<file path="src/hw/rtl/indexed_list_engine_macros.svh">
// assertion helpers shared by the rtl files
// every macro samples on clk and is held off while arst_n is low
`ifndef INDEXED_LIST_ENGINE_MACROS_SVH
`define INDEXED_LIST_ENGINE_MACROS_SVH

// condition must hold at every edge
`define ILE_ASSERT_ALWAYS(lbl, cond, msg) \
lbl: assert property (@(posedge clk) disable iff (!arst_n) (cond)) else $error(msg);

// same-edge implication
`define ILE_ASSERT_IMP(lbl, ante, cons, msg) \
lbl: assert property (@(posedge clk) disable iff (!arst_n) (ante) |-> (cons)) \
else $error(msg);

// next-edge implication
`define ILE_ASSERT_NEXT(lbl, ante, cons, msg) \
lbl: assert property (@(posedge clk) disable iff (!arst_n) (ante) |=> (cons)) \
else $error(msg);

`endif

</file>
<file path="src/hw/rtl/ile_pkg.sv">
`default_nettype none
package ile_pkg;

	// list geometry
	localparam int DEPTH = 16;
	localparam int IDX_W = (DEPTH > 1) ? $clog2(DEPTH) : 1;
	localparam int CNT_W = $clog2(DEPTH + 1);

	// beat field widths
	localparam int OP_W      = 3;
	localparam int DATA_W    = 32;
	localparam int IDXF_W    = 5;
	localparam int STAT_W    = 2;
	localparam int POS_W     = 4;
	localparam int ENT_W     = 5;
	localparam int IN_BITS   = OP_W + DATA_W + IDXF_W;
	localparam int IN_W      = ((IN_BITS + 7) / 8) * 8;
	localparam int OUT_BITS  = STAT_W + DATA_W + POS_W + ENT_W;
	localparam int OUT_W     = ((OUT_BITS + 7) / 8) * 8;
	localparam int OUT_PAD_W = OUT_W - OUT_BITS;

	// common width for index and count compares
	localparam int CMP_W = (CNT_W > IDXF_W) ? CNT_W : IDXF_W;

	typedef enum logic [OP_W-1:0] {
		OP_INSERT   = 3'd0,
		OP_DELETE   = 3'd1,
		OP_LOCATE   = 3'd2,
		OP_RETRIEVE = 3'd3,
		OP_SORTED   = 3'd4,
		OP_CLEAR    = 3'd5
	} op_t;

	typedef enum logic [STAT_W-1:0] {
		ST_OK       = 2'd0,
		ST_NOTFOUND = 2'd1,
		ST_BADINDEX = 2'd2,
		ST_FULL     = 2'd3
	} status_t;

	// command broadcast to every cell
	typedef struct packed {
		logic              ins;
		logic              del;
		logic              sorted;
		logic [DATA_W-1:0] data;
		logic [CMP_W-1:0]  index;
		logic [CNT_W-1:0]  fill;
	} cell_cmd_t;

	typedef struct packed {
		status_t           status;
		logic [DATA_W-1:0] value;
		logic [POS_W-1:0]  position;
		logic [ENT_W-1:0]  entries;
	} result_t;

endpackage
`default_nettype wire

</file>
<file path="src/hw/rtl/ile_cell.sv">
`default_nettype none
module ile_cell (
	input  logic                           clk,
	input  ile_pkg::cell_cmd_t             cmd,
	input  logic [ile_pkg::IDX_W-1:0]      slot_id,
	input  logic [ile_pkg::DATA_W-1:0]     left_val,
	input  logic [ile_pkg::DATA_W-1:0]     right_val,
	input  logic                           left_ge,
	input  logic                           right_le,
	input  logic                           left_found,
	output logic [ile_pkg::DATA_W-1:0]     val,
	output logic                           ge,
	output logic                           le_any,
	output logic                           found,
	output logic                           hit
);
	import ile_pkg::*;

	logic [DATA_W-1:0] slot_q;
	logic [CMP_W-1:0]  id_ext;
	logic              live;
	logic              match;
	logic              le;

	// compare against the broadcast value
	always_comb begin
		id_ext = CMP_W'(slot_id);
		live   = id_ext < CMP_W'(cmd.fill);
		match  = live && (slot_q == cmd.data);
		le     = live && ($signed(slot_q) <= $signed(cmd.data));
	end

	// neighbor chains: at-or-after insert point, and first match from the left
	always_comb begin
		le_any = le | right_le;
		ge     = cmd.sorted ? !le_any : (id_ext >= cmd.index);
		found  = match | left_found;
		hit    = match & !left_found;
	end

	// shift right on insert, left on delete
	always_ff @(posedge clk) begin
		if (cmd.ins) begin
			if (left_ge) begin
				slot_q <= left_val;
			end else if (ge) begin
				slot_q <= cmd.data;
			end
		end else if (cmd.del && (id_ext >= cmd.index)) begin
			slot_q <= right_val;
		end
	end

	assign val = slot_q;

endmodule
`default_nettype wire

</file>
<file path="src/hw/rtl/indexed_list_engine.sv">
`default_nettype none
// Packed list of up to 16 signed 32-bit entries held in a row of cells, one
// entry per cell. A command beat on s_* carries op, data and index; each command
// returns exactly one result beat on m_* with status, value, position and the
// entry count after the command. Insert, sorted insert and delete shift all
// cells at once, and locate, sorted-insert placement and first-match
// selection ripple through the cell chain, which sets the clock period. The
// result is registered and shows in the cycle after the command beat; a new
// command is taken in the same cycle a waiting result is taken, so the block
// sustains one command per cycle while results are taken. Full lists report
// status 3 on insert, an insert index past the count or a delete or retrieve
// index at or past the count reports status 2, and a failed locate reports
// status 1. Op codes 6 and 7 change nothing and report status 0.
`include "indexed_list_engine_macros.svh"
module indexed_list_engine (
	input  logic                       clk,
	input  logic                       arst_n,
	input  logic                       s_tvalid,
	output logic                       s_tready,
	input  logic [ile_pkg::IN_W-1:0]   s_tdata,   // op[2:0], data[34:3], index[39:35]
	output logic                       m_tvalid,
	input  logic                       m_tready,
	output logic [ile_pkg::OUT_W-1:0]  m_tdata    // status[1:0], value[33:2],
	                                              // position[37:34], entries[42:38]
);
	import ile_pkg::*;

	logic [CNT_W-1:0]  fill_q;
	logic              out_valid_q;
	result_t           out_q;

	logic              acc;
	op_t               op;
	logic [DATA_W-1:0] data;
	logic [CMP_W-1:0]  idx_ext;
	logic [CMP_W-1:0]  fill_ext;
	logic [IDX_W-1:0]  rd_sel;
	logic              ins_ok;
	logic              del_ok;
	status_t           st;
	logic [DATA_W-1:0] value;
	logic [CNT_W-1:0]  fill_nxt;
	logic [IDX_W-1:0]  pos_acc;
	logic [CMP_W-1:0]  pos_ext;
	logic [CMP_W-1:0]  ent_ext;
	cell_cmd_t         cmd;

	logic [DATA_W-1:0] vals [DEPTH];
	logic [DEPTH-1:0]  ge_v;
	logic [DEPTH-1:0]  le_v;
	logic [DEPTH-1:0]  found_v;
	logic [DEPTH-1:0]  hit;

	// beat handshake
	assign s_tready = !out_valid_q || m_tready;
	assign acc      = s_tvalid && s_tready;

	// unpack command beat
	always_comb begin
		op       = op_t'(s_tdata[OP_W-1:0]);
		data     = s_tdata[OP_W +: DATA_W];
		idx_ext  = CMP_W'(s_tdata[OP_W+DATA_W +: IDXF_W]);
		fill_ext = CMP_W'(fill_q);
		rd_sel   = idx_ext[IDX_W-1:0];
	end

	// status and new count
	always_comb begin
		st       = ST_OK;
		value    = '0;
		fill_nxt = fill_q;
		ins_ok   = 1'b0;
		del_ok   = 1'b0;
		unique case (op)
			OP_INSERT: begin
				if (fill_q == CNT_W'(DEPTH)) begin
					st = ST_FULL;
				end else if (idx_ext > fill_ext) begin
					st = ST_BADINDEX;
				end else begin
					ins_ok   = 1'b1;
					fill_nxt = fill_q + 1'b1;
				end
			end
			OP_DELETE: begin
				if (idx_ext >= fill_ext) begin
					st = ST_BADINDEX;
				end else begin
					del_ok   = 1'b1;
					fill_nxt = fill_q - 1'b1;
				end
			end
			OP_LOCATE: begin
				st = found_v[DEPTH-1] ? ST_OK : ST_NOTFOUND;
			end
			OP_RETRIEVE: begin
				if (idx_ext >= fill_ext) begin
					st = ST_BADINDEX;
				end else begin
					value = vals[rd_sel];
				end
			end
			OP_SORTED: begin
				if (fill_q == CNT_W'(DEPTH)) begin
					st = ST_FULL;
				end else begin
					ins_ok   = 1'b1;
					fill_nxt = fill_q + 1'b1;
				end
			end
			OP_CLEAR: begin
				fill_nxt = '0;
			end
			default: begin
			end
		endcase
	end

	// first-match index from the one-hot hit vector
	always_comb begin
		pos_acc = '0;
		for (int i = 0; i < DEPTH; i++) begin
			if (hit[i]) begin
				pos_acc = pos_acc | IDX_W'(i);
			end
		end
		pos_ext = (op == OP_LOCATE) ? CMP_W'(pos_acc) : '0;
		ent_ext = CMP_W'(fill_nxt);
	end

	// command broadcast
	always_comb begin
		cmd.ins    = acc && ins_ok;
		cmd.del    = acc && del_ok;
		cmd.sorted = (op == OP_SORTED);
		cmd.data   = data;
		cmd.index  = idx_ext;
		cmd.fill   = fill_q;
	end

	// row of cells
	for (genvar g = 0; g < DEPTH; g++) begin : g_cell
		logic [DATA_W-1:0] lv;
		logic [DATA_W-1:0] rv;
		logic              lg;
		logic              rl;
		logic              lf;

		if (g == 0) begin : g_first
			assign lv = '0;
			assign lg = 1'b0;
			assign lf = 1'b0;
		end else begin : g_mid
			assign lv = vals[g-1];
			assign lg = ge_v[g-1];
			assign lf = found_v[g-1];
		end

		if (g == DEPTH - 1) begin : g_last
			assign rv = vals[g];
			assign rl = 1'b0;
		end else begin : g_inner
			assign rv = vals[g+1];
			assign rl = le_v[g+1];
		end

		ile_cell u_cell (
			.clk        (clk),
			.cmd        (cmd),
			.slot_id    (IDX_W'(g)),
			.left_val   (lv),
			.right_val  (rv),
			.left_ge    (lg),
			.right_le   (rl),
			.left_found (lf),
			.val        (vals[g]),
			.ge         (ge_v[g]),
			.le_any     (le_v[g]),
			.found      (found_v[g]),
			.hit        (hit[g])
		);
	end

	// count and result valid
	always_ff @(posedge clk or negedge arst_n) begin
		if (!arst_n) begin
			fill_q      <= '0;
			out_valid_q <= 1'b0;
		end else begin
			if (acc) begin
				fill_q <= fill_nxt;
			end
			if (acc) begin
				out_valid_q <= 1'b1;
			end else if (m_tready) begin
				out_valid_q <= 1'b0;
			end
		end
	end

	// result payload
	always_ff @(posedge clk) begin
		if (acc) begin
			out_q.status   <= st;
			out_q.value    <= value;
			out_q.position <= pos_ext[POS_W-1:0];
			out_q.entries  <= ent_ext[ENT_W-1:0];
		end
	end

	assign m_tvalid = out_valid_q;
	assign m_tdata  = {{OUT_PAD_W{1'b0}}, out_q.entries, out_q.position,
	                   out_q.value, out_q.status};

	// checks
	`ILE_ASSERT_ALWAYS(a_fill_range, fill_q <= CNT_W'(DEPTH), "count exceeds depth")
	`ILE_ASSERT_ALWAYS(a_single_hit, $onehot0(hit), "more than one first match")
	`ILE_ASSERT_IMP(a_full_status, acc && st == ST_FULL, fill_q == CNT_W'(DEPTH),
		"full with room left")
	`ILE_ASSERT_NEXT(a_insert_grows, acc && ins_ok, fill_q == $past(fill_q) + 1'b1,
		"insert count slip")
	`ILE_ASSERT_NEXT(a_clear_empties, acc && op == OP_CLEAR,
		fill_q == '0 && out_q.entries == '0, "clear left entries")

endmodule
`default_nettype wire
</file>
<file path="config.mk">
export PLATFORM = sky130hd
export DESIGN_NAME = indexed_list_engine
export DESIGN_NICKNAME = d
export VERILOG_FILES = /design/src/hw/rtl/ile_pkg.sv /design/src/hw/rtl/ile_cell.sv /design/src/hw/rtl/indexed_list_engine.sv
export VERILOG_INCLUDE_DIRS = /design/src /design/src/hw/rtl
export SDC_FILE = /design/constraint.sdc
export NUM_CORES = 2
export LEC_CHECK = 0
export ABC_AREA = 1
export BUFFER_PORTS_ARGS = -buffer_cell sky130_fd_sc_hd__buf_2
export CORE_MARGIN = 2
export CORE_UTILIZATION = 55
export DETAILED_ROUTE_END_ITERATION = 10
export PLACE_DENSITY_LB_ADDON = 0.3
export SLEW_MARGIN = 20
export SYNTH_ARGS = -nofsm -noshare
export SYNTH_HDL_FRONTEND = slang
export SYNTH_SLANG_ARGS = --single-unit
</file>
<file path="constraint.sdc">
create_clock -name clk -period 5.26 [get_ports clk]
set_input_delay 1.315 -clock clk [delete_from_list [all_inputs] [get_ports clk]]
set_output_delay 1.315 -clock clk [all_outputs]
set_load 0.03 [all_outputs]
</file>
==> out/qor.txt <==
DRC - 0
GR Util met2 - 0.5256
Peak VDD IR - 0.2181 mV
I/O Buffers - 88
slew margin rel. - 0.1943
1st-pass router iterations - 6
# IOs - 94
Crit. Startpoint - s_tdata[34]
status - finished clean
register area share after synthesis - 0.3760
Crit path arrival time - 5.10 ns
antenna violations before repair - 1
Synth Area in Adders - 0.1455
initial core utilization - 0.5553
vias in the first global route - 39700
DR WL/cell - 21.94 um
synthesized area per cell - 7.913 sq um
grt ovf - 0
RSZ-0062 raised after global routing - no
Routability Congestion - 0.9343
largest area contributor in the netlist - edfxtp_1
GR Layer Usage met1 - 0.5016
PwrDens - 266.1 nW/um^2
Final #Nets - 6248
multiplexer area fraction after synthesis - 0
number of synthesis warnings - 0
Fin Setup TNS - 0 ns
Core Area - 80550 sq um
area delta synth->final - 10.34%
Routed WL - 149100 um
Lkg Pwr - 21.40 nW
share of Yosys cell area claimed by the top area cell type - 0.3726
GR peak layer - met2
DIE WIDTH - 289.2 um
Final HPWL DP - 111400 um
final setup fails - 0
# rows - 104
CTS tree - done
GRT Total Usage - 0.3509
Die Height - 289.2 um
top cells by area, synth - edfxtp_1 37%, ha_1 15%, nand2_1 9.3%, o21ai_0 7.5%, inv_1 5.3%
Async S/R FF share, synth - 0.01070
worst slew pin tran - 1.196 ns
Compound-Gate Fraction of Synth Area - 0.2114
mapped cell area - 44730 sq um
most frequent cell after synthesis - nand2_1
Hold Fails Final Rpt - 0
share of post-route cells with drive strength above 1 - 0.07586
GRT met3 Usage - 0.07465
vias - 42570
Synth Area in Simple Gates - 0.1773
H-tree Lvls - 3
Root Driver - clkbuf_16
Worst Hold Launch - m_tvalid
top_reg_cell synth - edfxtp_1
DRT iter0 DRCs - 5816
deepest clock path buffer count - 3
Final ANT Viol Nets - 0
Sink Count - 561
crit share post-route - 0.9133
global-route wire length before repair - 228900 um
Final Max Slew Viols - 0
number of synthesized flops with an enable pin - 555
CTS buffer count - 68
cells after synthesis - 5652
Critical Path Start Type - input pin
WP data required - 5.56 ns
Post-CTS Resized - 0
largest family of logic cells by synthesized area - compound AO/OA/AOI/OAI gates
Max-cap violations - 0
Netlist cell types - 57
clock skew - 0.03988 ns
clk slew on worst S/H paths - 0.06 ns
CTS Hold Bufs - 0
critical path endpoint category - register
largest net degree at the start of global routing - 161
maximum fanout along the worst path - 32
min cycle time layout - 4.804 ns
Post-synth top cells - 1110 x nand2_1, 670 x o21ai_0, 636 x inv_1
flop-to-flop setup slack - 0.99 ns
post-CTS setup buffer count - 0
fmax - 208.2 MHz
die area - 83620 sq um
clk_lat worst skew - 0.63 ns
RR Startpoint - fill_ext[3]
vias per cell - 6.265
CP Class - input pin to register
Hold Path Class - register to register
post-synthesis xor/xnor area fraction - 0.001175
fin util - 0.6127
Synth Register Bits - 561
-- worst max-delay path, stage by stage --
cell	delay (ns)
buf_2	0.12
inv_1	0.25
buf_4	0.25
ha_1	0.47
nand4_1	0.15
inv_1	0.11
nand2_1	0.15
nor4b_1	0.37
buf_4	0.19
o21ai_0	0.10
nand3_1	0.09
nand3_1	0.08
nand2_1	0.11
nand4_4	0.16
nor2_4	0.17
nand4_4	0.13
buf_4	0.17
o21ai_4	0.19
o21ai_0	0.14
inv_1	0.12
buf_12	0.21
-- cells in the final DEF (no fill, tap or decap), types with 20 or more instances in the layout --
| cell | count |
|---|---|
| a21oi_1 | 450 |
| a41oi_1 | 35 |
| buf_12 | 39 |
| buf_2 | 87 |
| buf_4 | 167 |
| clkbuf_16 | 71 |
| clkinv_1 | 45 |
| edfxtp_1 | 555 |
| ha_1 | 520 |
| inv_1 | 630 |
| nand2_1 | 1107 |
| nand3_1 | 262 |
| nand4_1 | 51 |
| nor2_1 | 397 |
| nor3_1 | 20 |
| nor4_1 | 21 |
| o211ai_1 | 48 |
| o21ai_0 | 666 |
| o21ai_1 | 20 |
| o21bai_1 | 34 |
| o221ai_1 | 107 |
| o22ai_1 | 225 |
-- flip-flops by register name, indices dropped and copies added (netlist names) --
register,cells
m_tdata,43
g_cell.u_cell.val,512
m_tvalid,1
fill_ext,5
-- per-stage QoR --
stage | cell area (sq um) | hold slack, ns | instances | power, W | setup slack, ns
finish | 49350 | 0.5089 | 6795 | 0.01313 | 0.4560
global route | 49350 | 0.5266 | 6794 | 0.01362 | 0.2327
CTS | 49350 | 0.5001 | 6794 | 0.01305 | 0.5755
detailed placement | 47220 | 0.4999 | 6674 | 0.008412 | -0.03826
global placement | 47220 | 0.4950 | 6674 | 0.008338 | 0.03890
floorplan | 44780 | 0.5200 | 5656 | 0.007367 | 0.1183
-- cells by family (layout without fill, tap and decap cells) --
kind of cell	Yosys count	in the layout
simple gates	1902	1902
compound gates	1654	1654
buf+inv	1008	1086
flops	561	561
fa+ha+maj	520	520
xor+xnor	6	6
other cells	1	6
-- path summary, 6_finish.rpt --
| kind | end | cells past startpoint |
|---|---|---|
| setup / recovery | g_cell[4].u_cell.val[21] | 21 |
| hold / removal | m_tvalid | 2 |
| setup reg to reg | g_cell[14].u_cell.val[1] | 17 |
| hold reg to reg | m_tvalid | 2 |
| max in group asynchronous | fill_ext[0] | 1 |
| min in group asynchronous | fill_ext[3] | 1 |
-- area by class of cell --
type | instances | area, sq um
diodes | 1 | 2.502
clock buffers | 84 | 1826
clock inverters | 36 | 306.5
fillers | 7038 | 31200
inverters | 673 | 2541
multi-input cells | 4087 | 24060
flip-flops and latches | 561 | 16820
well taps | 1060 | 1326
repair buffers | 293 | 2470
-- report_power, final --
group          total (W)  internal, W  switching (W)
logic            0.00308     0.000958        0.00212
registers        0.00536      0.00520       0.000163
clock network    0.00469      0.00267        0.00202
-- metal layers --
metal | part of all wire | up-vias
met4 | 0.036 | 0
met5 | 0 | -
met2 | 0.42 | 2660
met3 | 0.12 | 303
li1 | - | 20000
met1 | 0.42 | 19610
Power figures use the tool's default switching activity.
